## src/rtl/core/trba_pkg.sv

```systemverilog
`timescale 1ns / 1ps
// ----------------------------------------------------------------------------
// trba_pkg
// Types and codes shared by the thread region bump allocator and its engine.
// ----------------------------------------------------------------------------
package trba_pkg;

   // Request action codes
   localparam logic ACT_ALLOC  = 1'b0;
   localparam logic ACT_REINIT = 1'b1;

   // Fixed field widths of the transactions
   localparam int SIZE_W     = 16;
   localparam int TID_IN_W   = 8;
   localparam int ADDR_OUT_W = 18;
   localparam int IDX_OUT_W  = 6;
   localparam int COUNT_W    = 7;
   localparam int OBJ_W      = 16;

   typedef enum logic [1:0] {
      ST_OK      = 2'd0,
      ST_ZERO    = 2'd1,
      ST_TOO_BIG = 2'd2,
      ST_NONE    = 2'd3
   } trba_status_type;

   typedef struct packed {
      logic                action;
      logic [SIZE_W-1:0]   alloc_size;
      logic [TID_IN_W-1:0] thread_id;
   } trba_req_type;

   typedef struct packed {
      trba_status_type       status;
      logic [ADDR_OUT_W-1:0] heap_address;
      logic [IDX_OUT_W-1:0]  region_index;
   } trba_rsp_type;

   typedef enum logic [2:0] {
      S_IDLE,
      S_SCAN,
      S_CLAIM,
      S_PLACE,
      S_DONE
   } trba_state_type;

endpackage

```

## src/rtl/core/trba_engine.sv

```systemverilog
`timescale 1ns / 1ps
// ----------------------------------------------------------------------------
// trba_engine
// Region table memory and the sequencer that scans, claims and bumps regions.
// ----------------------------------------------------------------------------
module trba_engine #(
   parameter int MAX_REGIONS    = 64,
   parameter int REGION_BYTES   = 4096,
   parameter int THREAD_ID_BITS = 8
) (
   input  logic                                        clock,
   input  logic                                        reset,
   input  logic                                        start,
   input  trba_pkg::trba_req_type                      req,
   input  logic [$clog2(MAX_REGIONS+1)-1:0]            eff_count,
   output logic                                        idle,
   output logic                                        done,
   input  logic                                        take,
   output trba_pkg::trba_rsp_type                      rsp
);
   import trba_pkg::*;

   localparam int CNT_W   = $clog2(MAX_REGIONS + 1);
   localparam int RIDX_W  = (MAX_REGIONS > 1) ? $clog2(MAX_REGIONS) : 1;
   localparam int FILL_W  = $clog2(REGION_BYTES + 1);
   localparam int TID_W   = THREAD_ID_BITS;
   localparam int ENTRY_W = TID_W + FILL_W + OBJ_W;
   localparam int SZ_W    = ((FILL_W > SIZE_W) ? FILL_W : SIZE_W) + 1;
   localparam int ADDR_W  = RIDX_W + FILL_W;

   trba_state_type state_ff, state_in;
   logic [SIZE_W-1:0] size_ff, size_in;
   logic [TID_W-1:0]  tid_ff, tid_in;
   logic [CNT_W-1:0]  lim_ff, lim_in;
   logic [CNT_W-1:0]  eff_ff, eff_in;
   logic [CNT_W-1:0]  iss_ff, iss_in;
   logic              chk_valid_ff, chk_valid_in;
   logic [RIDX_W-1:0] chk_idx_ff, chk_idx_in;
   logic [CNT_W-1:0]  fresh_ff, fresh_in;
   logic [RIDX_W-1:0] place_idx_ff, place_idx_in;
   logic [FILL_W-1:0] place_fill_ff, place_fill_in;
   logic [OBJ_W-1:0]  place_obj_ff, place_obj_in;
   trba_rsp_type      rsp_ff, rsp_in;

   logic [ENTRY_W-1:0] mem [MAX_REGIONS];
   logic [ENTRY_W-1:0] rd_data_ff;
   logic [RIDX_W-1:0]  rd_addr;
   logic               wr_en;
   logic [ENTRY_W-1:0] wr_data;

   logic [TID_W+TID_IN_W-1:0] tid_ext;
   logic [TID_W-1:0]          rd_owner;
   logic [FILL_W-1:0]         rd_fill;
   logic [OBJ_W-1:0]          rd_obj;
   logic                      hit;
   logic [SZ_W-1:0]           room;
   logic [FILL_W-1:0]         new_fill;
   logic [OBJ_W-1:0]          new_obj;
   logic [ADDR_W-1:0]         addr_full;
   logic [ADDR_W+ADDR_OUT_W-1:0] addr_ext;
   logic [RIDX_W+IDX_OUT_W-1:0]  idx_ext;

   // Compare thread ids in their low THREAD_ID_BITS bits
   assign tid_ext = {{TID_W{1'b0}}, req.thread_id};

   // Unpack the entry read back from the table
   assign rd_owner = rd_data_ff[ENTRY_W-1 -: TID_W];
   assign rd_fill  = rd_data_ff[FILL_W+OBJ_W-1 -: FILL_W];
   assign rd_obj   = rd_data_ff[OBJ_W-1:0];
   assign room     = SZ_W'(REGION_BYTES) - SZ_W'(rd_fill);
   assign hit      = (rd_owner == tid_ff) && (SZ_W'(size_ff) <= room);

   // Bump update and placement address
   assign new_fill  = FILL_W'(SZ_W'(place_fill_ff) + SZ_W'(size_ff));
   assign new_obj   = (place_obj_ff == {OBJ_W{1'b1}}) ? place_obj_ff : place_obj_ff + 1'b1;
   assign addr_full = ADDR_W'(place_idx_ff) * ADDR_W'(REGION_BYTES) + ADDR_W'(place_fill_ff);
   assign addr_ext  = {{ADDR_OUT_W{1'b0}}, addr_full};
   assign idx_ext   = {{IDX_OUT_W{1'b0}}, place_idx_ff};
   assign wr_data   = {tid_ff, new_fill, new_obj};

   // Region table: one write port, one registered read port
   always_ff @(posedge clock) begin
      if (wr_en) begin
         mem[place_idx_ff] <= wr_data;
      end
      rd_data_ff <= mem[rd_addr];
   end

   // Sequencer registers
   always_ff @(posedge clock) begin
      if (reset) begin
         state_ff     <= S_IDLE;
         fresh_ff     <= '0;
         chk_valid_ff <= 1'b0;
      end else begin
         state_ff     <= state_in;
         fresh_ff     <= fresh_in;
         chk_valid_ff <= chk_valid_in;
      end
      size_ff       <= size_in;
      tid_ff        <= tid_in;
      lim_ff        <= lim_in;
      eff_ff        <= eff_in;
      iss_ff        <= iss_in;
      chk_idx_ff    <= chk_idx_in;
      place_idx_ff  <= place_idx_in;
      place_fill_ff <= place_fill_in;
      place_obj_ff  <= place_obj_in;
      rsp_ff        <= rsp_in;
   end

   // Next state and datapath control
   always_comb begin
      state_in      = state_ff;
      size_in       = size_ff;
      tid_in        = tid_ff;
      lim_in        = lim_ff;
      eff_in        = eff_ff;
      iss_in        = iss_ff;
      chk_valid_in  = 1'b0;
      chk_idx_in    = chk_idx_ff;
      fresh_in      = fresh_ff;
      place_idx_in  = place_idx_ff;
      place_fill_in = place_fill_ff;
      place_obj_in  = place_obj_ff;
      rsp_in        = rsp_ff;
      rd_addr       = iss_ff[RIDX_W-1:0];
      wr_en         = 1'b0;
      idle          = 1'b0;
      done          = 1'b0;

      case (state_ff)
         S_IDLE: begin
            idle = 1'b1;
            if (start) begin
               size_in = req.alloc_size;
               tid_in  = tid_ext[TID_W-1:0];
               eff_in  = eff_count;
               // Only claimed regions below the count can hold a bump
               lim_in  = (fresh_ff < eff_count) ? fresh_ff : eff_count;
               iss_in  = '0;
               rsp_in  = '{status: ST_OK, heap_address: '0, region_index: '0};
               if (req.action == ACT_REINIT) begin
                  fresh_in = '0;
                  state_in = S_DONE;
               end else if (req.alloc_size == '0) begin
                  rsp_in.status = ST_ZERO;
                  state_in      = S_DONE;
               end else if (SZ_W'(req.alloc_size) > SZ_W'(REGION_BYTES)) begin
                  rsp_in.status = ST_TOO_BIG;
                  state_in      = S_DONE;
               end else begin
                  state_in = S_SCAN;
               end
            end
         end

         S_SCAN: begin
            // Issue the next read while checking the one returned
            if (iss_ff < lim_ff) begin
               chk_valid_in = 1'b1;
               chk_idx_in   = iss_ff[RIDX_W-1:0];
               iss_in       = iss_ff + 1'b1;
            end
            if (chk_valid_ff && hit) begin
               chk_valid_in  = 1'b0;
               place_idx_in  = chk_idx_ff;
               place_fill_in = rd_fill;
               place_obj_in  = rd_obj;
               state_in      = S_PLACE;
            end else if (!chk_valid_ff && (iss_ff >= lim_ff)) begin
               state_in = S_CLAIM;
            end
         end

         S_CLAIM: begin
            if (fresh_ff < eff_ff) begin
               place_idx_in  = fresh_ff[RIDX_W-1:0];
               place_fill_in = '0;
               place_obj_in  = '0;
               fresh_in      = fresh_ff + 1'b1;
               state_in      = S_PLACE;
            end else begin
               rsp_in.status = ST_NONE;
               state_in      = S_DONE;
            end
         end

         S_PLACE: begin
            wr_en                = 1'b1;
            rsp_in.status        = ST_OK;
            rsp_in.heap_address  = addr_ext[ADDR_OUT_W-1:0];
            rsp_in.region_index  = idx_ext[IDX_OUT_W-1:0];
            state_in             = S_DONE;
         end

         S_DONE: begin
            done = 1'b1;
            if (take) begin
               state_in = S_IDLE;
            end
         end

         default: begin
            state_in = S_IDLE;
         end
      endcase
   end

   assign rsp = rsp_ff;

endmodule

```

## src/rtl/core/thread_region_bump_allocator.sv

```systemverilog
`timescale 1ns / 1ps
// ----------------------------------------------------------------------------
// thread_region_bump_allocator
// Thread-owned region bump allocator over a heap of fixed-size regions.
// ----------------------------------------------------------------------------
//  channel | direction | handshake          | payload
//  req_    | in        | req_valid/req_stall | trba_req_type
//  rsp_    | out       | rsp_valid/rsp_stall | trba_rsp_type
//  csr_    | in        | csr_valid/csr_ready | region_count, 7 bits
//
//  One request at a time. Reinitialize, zero size and oversize go from
//  idle straight to the done state, whose result then loads the output
//  register. An allocation scans the claimed regions below the count
//  through the region table read port, one entry a cycle, then claims a
//  fresh region if none has room, and writes the bumped entry back.
//  Reset is synchronous; it marks every region unclaimed and sets the count
//  to 64. Requests and count writes are held off while reset is high.
//  A stalled result sits in the output register while the next
//  request is taken.
// ----------------------------------------------------------------------------
module thread_region_bump_allocator #(
   parameter int MAX_REGIONS    = 64,
   parameter int REGION_BYTES   = 4096,
   parameter int THREAD_ID_BITS = 8
) (
   input  logic                                clock,
   input  logic                                reset,
   input  logic                                req_valid,
   output logic                                req_stall,
   input  trba_pkg::trba_req_type              req_data,
   output logic                                rsp_valid,
   input  logic                                rsp_stall,
   output trba_pkg::trba_rsp_type              rsp_data,
   input  logic                                csr_valid,
   output logic                                csr_ready,
   input  logic [trba_pkg::COUNT_W-1:0]        csr_data
);
   import trba_pkg::*;

   localparam int CNT_W = $clog2(MAX_REGIONS + 1);
   localparam int CMP_W = ((CNT_W > COUNT_W) ? CNT_W : COUNT_W) + 1;

   logic [COUNT_W-1:0] region_count_ff;
   logic [CNT_W-1:0]   eff_count;
   logic               rsp_valid_ff;
   trba_rsp_type       rsp_data_ff;
   logic               eng_idle;
   logic               eng_done;
   logic               take;
   logic               start;
   trba_rsp_type       eng_rsp;

   // Region count register, ready whenever out of reset
   assign csr_ready = !reset;

   always_ff @(posedge clock) begin
      if (reset) begin
         region_count_ff <= COUNT_W'(64);
      end else if (csr_valid && csr_ready) begin
         region_count_ff <= csr_data;
      end
   end

   // Limit the count to the table depth
   assign eff_count = (CMP_W'(region_count_ff) > CMP_W'(MAX_REGIONS)) ?
                      CNT_W'(MAX_REGIONS) : CNT_W'(region_count_ff);

   // Accept a transaction while the engine is idle
   assign req_stall = !eng_idle || reset;
   assign start     = req_valid && !req_stall;

   // Load the output register when it is empty or being drained
   assign take = eng_done && (!rsp_valid_ff || !rsp_stall);

   always_ff @(posedge clock) begin
      if (reset) begin
         rsp_valid_ff <= 1'b0;
      end else if (take) begin
         rsp_valid_ff <= 1'b1;
      end else if (!rsp_stall) begin
         rsp_valid_ff <= 1'b0;
      end
      if (take) begin
         rsp_data_ff <= eng_rsp;
      end
   end

   assign rsp_valid = rsp_valid_ff;
   assign rsp_data  = rsp_data_ff;

   trba_engine #(
      .MAX_REGIONS    (MAX_REGIONS),
      .REGION_BYTES   (REGION_BYTES),
      .THREAD_ID_BITS (THREAD_ID_BITS)
   ) u_engine (
      .clock     (clock),
      .reset     (reset),
      .start     (start),
      .req       (req_data),
      .eff_count (eff_count),
      .idle      (eng_idle),
      .done      (eng_done),
      .take      (take),
      .rsp       (eng_rsp)
   );

endmodule
```

## config.mk

```make
export PLATFORM = sky130hd
export DESIGN_NAME = thread_region_bump_allocator
export DESIGN_NICKNAME = d
export VERILOG_FILES = /design/src/rtl/core/trba_pkg.sv /design/src/rtl/core/trba_engine.sv /design/src/rtl/core/thread_region_bump_allocator.sv
export SDC_FILE = /design/constraint.sdc
export NUM_CORES = 2
export LEC_CHECK = 0
export BUFFER_PORTS_ARGS = -buffer_cell sky130_fd_sc_hd__buf_2
export CAP_MARGIN = 20
export CORE_ASPECT_RATIO = 0.9
export CORE_UTILIZATION = 30
export DETAILED_ROUTE_END_ITERATION = 12
export GPL_ROUTABILITY_DRIVEN = 0
export GPL_TIMING_DRIVEN = 1
export SLEW_MARGIN = 20
export SYNTH_ARGS = -nofsm -noshare
export SYNTH_HDL_FRONTEND = slang
export SYNTH_SLANG_ARGS = --single-unit
```

## constraint.sdc

```tcl
create_clock -name clock -period 12.5 [get_ports clock]
set_input_delay 3.125 -clock clock [delete_from_list [all_inputs] [get_ports clock]]
set_output_delay 3.125 -clock clock [all_outputs]
set_load 0.02 [all_outputs]
```

==> flow_metrics.py <==
metrics = {
    "run_status": {
        "status": "finished clean",
    },
    "logic_synthesis": {
        "synth.distinct_cells": 55,
        "syn_area_per_cell_um2": 22.7,
        "synthAdderAreaFrac": 0.0117,
        "muxShareOfSynthArea": 0.172,
        "synth_xor_area_frac": 0.00614,
        "async_flop_share": 0,
        "synth_edf_count": 1466,
        "mappedNetlistNets": 2668,
        "ys_seq_elements": 1506,
        "synthCells": 2577,
        "yosys_warnings": 0,
        "synth_compound_area_frac": 0.00932,
        "synth_flop_cell": "edfxtp_1",
        "syn_area_um2": 58500,
        "yosysSeqAreaShare": 0.766,
        "synth_top_family_by_area": "multiplexers",
        "yosys.area_share.simple": 0.0221,
    },
    "timing": {
        "fmaxAchievable_mhz": 145,
        "grt_setup_unrepaired": "no",
        "fin_crit_ns": 6.91,
        "final_hold_viol_count": 0,
        "slew-limit-headroom": 0.292,
        "setup_ws_ns": 5.59,
        "worst_slew_pin_slew_ns": 1.06,
        "fin_crit_sh": 0.552,
        "fin_skew_ns": 0.0691,
        "finalSetupViolations": 0,
        "slew_viol_final": 0,
        "tns_ns": 0,
    },
    "setup_path": {
        "crit_fanout": 12,
        "worst_path_largest_cell_delay_ns": 0.21,
        "timing.rr.end": "u_engine.rd_data_ff[34]$_DFF_P_",
        "cp_num_cells": 4,
        "startpoint_type": "primary input",
        "worst_path_most_repeated_cell": "buf_2",
        "critPathCapture": "req_stall",
        "crit_path_start": "reset",
        "end_kind": "primary output",
        "critPathKind": "in -> out",
        "reg2regPathDepth": 6,
        "worstPathCellList": "buf_2 -> inv_1 -> nand2_1 -> buf_2",
        "cp_top_family": "buffers and inverters",
        "cp.arrival_ns": 3.78,
        "r2r-start": "u_engine.iss_ff[0]$_SDFFCE_PN0P_",
        "cpMaxStageDelayCell": "inv_1",
        "ff2ff_setup_slack_ns": 8.10,
        "cp_data_required_time_ns": 9.38,
        "cp_num_buf_inv": 3,
    },
    "grt": {
        "grt_max_degree": 130,
        "grt_antenna_before_repair": 9,
        "first_global_vias": 27633,
        "grtUsageTotal": 0.145,
        "grt_overflow": 0,
        "grt_pass1_wl_um": 203000,
    },
    "die": {
        "rows": 153,
        "die_x_um": 468,
        "ioPinCount": 66,
        "die_height_um": 421,
        "start_util": 0.302,
        "dieArea_um2": 197000,
        "coreArea_um2": 194000,
    },
    "layout": {
        "finalNetCount": 2880,
        "fillers": 17587,
        "multi_input_area_um2": 13200,
        "drive_gt1_frac": 0.321,
        "regArea_um2": 44800,
        "area_growth_pct": 15.8,
    },
    "clock_network": {
        "cts_max_path_buffers": 3,
        "cts-buffers-inserted": 157,
        "cts_resized": 0,
        "cts-root-buf": "clkbuf_16",
        "clock_sinks": 1506,
        "cts-htree-levels": 4,
        "clk_latency_ns": 0.80,
        "tritoncts": "yes",
        "clk_pin_slew_ns": 0.06,
        "post_cts_buffers": 0,
        "ctsHoldBuffers": 0,
    },
    "detailed_routing": {
        "dr.pass1.iters": 5,
        "wl_per_cell_um": 25.9,
        "drcViolationCount": 0,
        "routed_wl_um": 142000,
        "drt_iter0_drc": 2985,
        "ant_nets": 0,
        "via_count": 26822,
        "via_per_inst": 4.90,
    },
    "pwr": {
        "pwr-share-comb": 0.050,
        "swShare": 0.216,
        "p_int_w": 0.00847,
        "peakVddDrop_mv": 0.140,
        "p_per_area_nw_per_um2": 159,
        "leakage_nw": 21.2,
        "pwr-share-seq": 0.522,
        "clkPwrFrac": 0.428,
        "p_sw_w": 0.00233,
    },
    "placement": {
        "dp_hpwl_um": 78300,
        "dp_slack_ns": 5.58,
        "portBuffers": 65,
    },
    "worst_hold_path": {
        "hold_class": "reg -> reg",
    },
    "run": {
        "maxCapViolations": 0,
    },
}
-- per-stage QoR --
stage | area (um2) | total power, W | hold slack (ns) | utilization | std cells
2_1_floorplan | 58500 | 0.00608 | 0.400 | - | 2577
3_3_place_gp | 62600 | 0.00628 | 0.406 | 0.324 | 5187
3_5_place_dp | 62600 | 0.00629 | 0.405 | 0.324 | 5187
4_1_cts | 67800 | 0.0109 | 0.413 | 0.350 | 5475
5_1_grt | 67800 | 0.0111 | 0.413 | 0.350 | 5476
6_report | 67800 | 0.0108 | 0.410 | 0.350 | 5477
-- worst min path at each step --
stage | from | to | slack (ns) | cells past startpoint
final | u_engine.rsp[9]$_SDFFCE_PN0P_ | rsp_data[9]$_DFFE_PP_ | 0.41 | 0
after global routing | u_engine.rsp[9]$_SDFFCE_PN0P_ | rsp_data[9]$_DFFE_PP_ | 0.41 | 0
after CTS | u_engine.rsp[9]$_SDFFCE_PN0P_ | rsp_data[9]$_DFFE_PP_ | 0.41 | 0
after detailed placement | u_engine.rsp[18]$_SDFFCE_PN0P_ | rsp_data[18]$_DFFE_PP_ | 0.40 | 0
after global placement | u_engine.rsp[4]$_SDFFCE_PN0P_ | rsp_data[4]$_DFFE_PP_ | 0.41 | 0
after floorplan | u_engine.rsp[0]$_SDFFCE_PN0P_ | rsp_data[0]$_DFFE_PP_ | 0.40 | 0
-- cells in the mapped netlist (all sizes together), types with 5 or more instances --
cell type,count,share of area
nand2b,6,0.00064
a21oi,26,0.0022
nor3,18,0.0015
ha,53,0.011
nor2b,5,0.00053
and2,13,0.0014
dfxtp,40,0.014
mux4,441,0.17
inv,40,0.0026
edfxtp,1466,0.75
nor4,8,0.00086
xor2,14,0.0021
a21o,5,0.00064
buf,61,0.0060
o211ai,5,0.00064
nand2,48,0.0031
or3,10,0.0011
and3,23,0.0025
mux2i,8,0.0014
xnor2,27,0.0040
nand3,20,0.0017
clkbuf,65,0.0042
o21ai,22,0.0019
nor2,99,0.0064
-- power by group through the flow --
stage	Sequential, W	Clock, W	Combinational (W)
2_1_floorplan	0.00576	0	0.000315
3_3_place_gp	0.00575	0	0.000533
3_5_place_dp	0.00575	0	0.000545
4_1_cts	0.00564	0.00473	0.000546
5_1_grt	0.00564	0.00491	0.000579
6_report	0.00564	0.00462	0.000538
-- routing by layer --
layer	part of all wire	routed length (um)	track usage	vias up
met2	0.47	67000	0.226	884
met5	0.000092	13	0	-
met4	0.022	3090	0.0362	2
met1	0.42	59500	0.197	14427
li1	-	-	-	11319
met3	0.085	12000	0.0428	190
-- worst register-to-register path: cells and delay by family, from the launching register on --
kind	cells	cell delay, ns
flip-flops	1	0.32
buffers and inverters	3	2.20
multiplexers	3	1.77
-- cell type report --
class / count / area share
diodes: 2 / 0.0000739
clock buffers: 183 / 0.0594
clock inverters: 105 / 0.0162
inverters: 41 / 0.00229
multi-input cells: 904 / 0.195
flip-flops and latches: 1506 / 0.661
well taps: 2557 / 0.0472
repair buffers: 179 / 0.0180
-- logic make-up (layout without fill, tap and decap cells) --
family,Yosys count,after routing
fa+ha+maj,54,54
buf+inv,167,508
flops,1506,1506
simple gates,269,269
xor+xnor,41,41
compound gates,87,87
other cells,0,2
mux,453,453
-- cell usage in the layout (no fill, tap or decap), types with 13 or more instances in the layout --
cell type,synthesis,routed
clkbuf_1,65,26
and3_1,23,23
nor2_1,99,45
buf_2,16,65
ha_1,53,52
nand2_1,48,48
edfxtp_1,1466,1466
inv_1,40,38
xnor2_1,27,17
and2_1,13,13
a21oi_1,26,24
o21ai_0,22,21
bufinv_16,0,16
mux4_2,441,441
clkbuf_16,0,157
dfxtp_1,40,40
buf_4,17,111
nor2_2,0,54
clkinv_1,1,37
clkinv_2,0,33
nand3_1,20,20
xor2_1,14,14
-- registers in the layout, summed over array words and instances, names as in the netlist, 8 cells and up --
register,cells
u_engine.tid_ff,8
u_engine.mem,1344
u_engine.rsp,26
u_engine.place_fill_ff,13
rsp_data,26
u_engine.rd_data_ff,21
u_engine.size_ff,16
No activity file was read; power rests on OpenSTA's default activity.
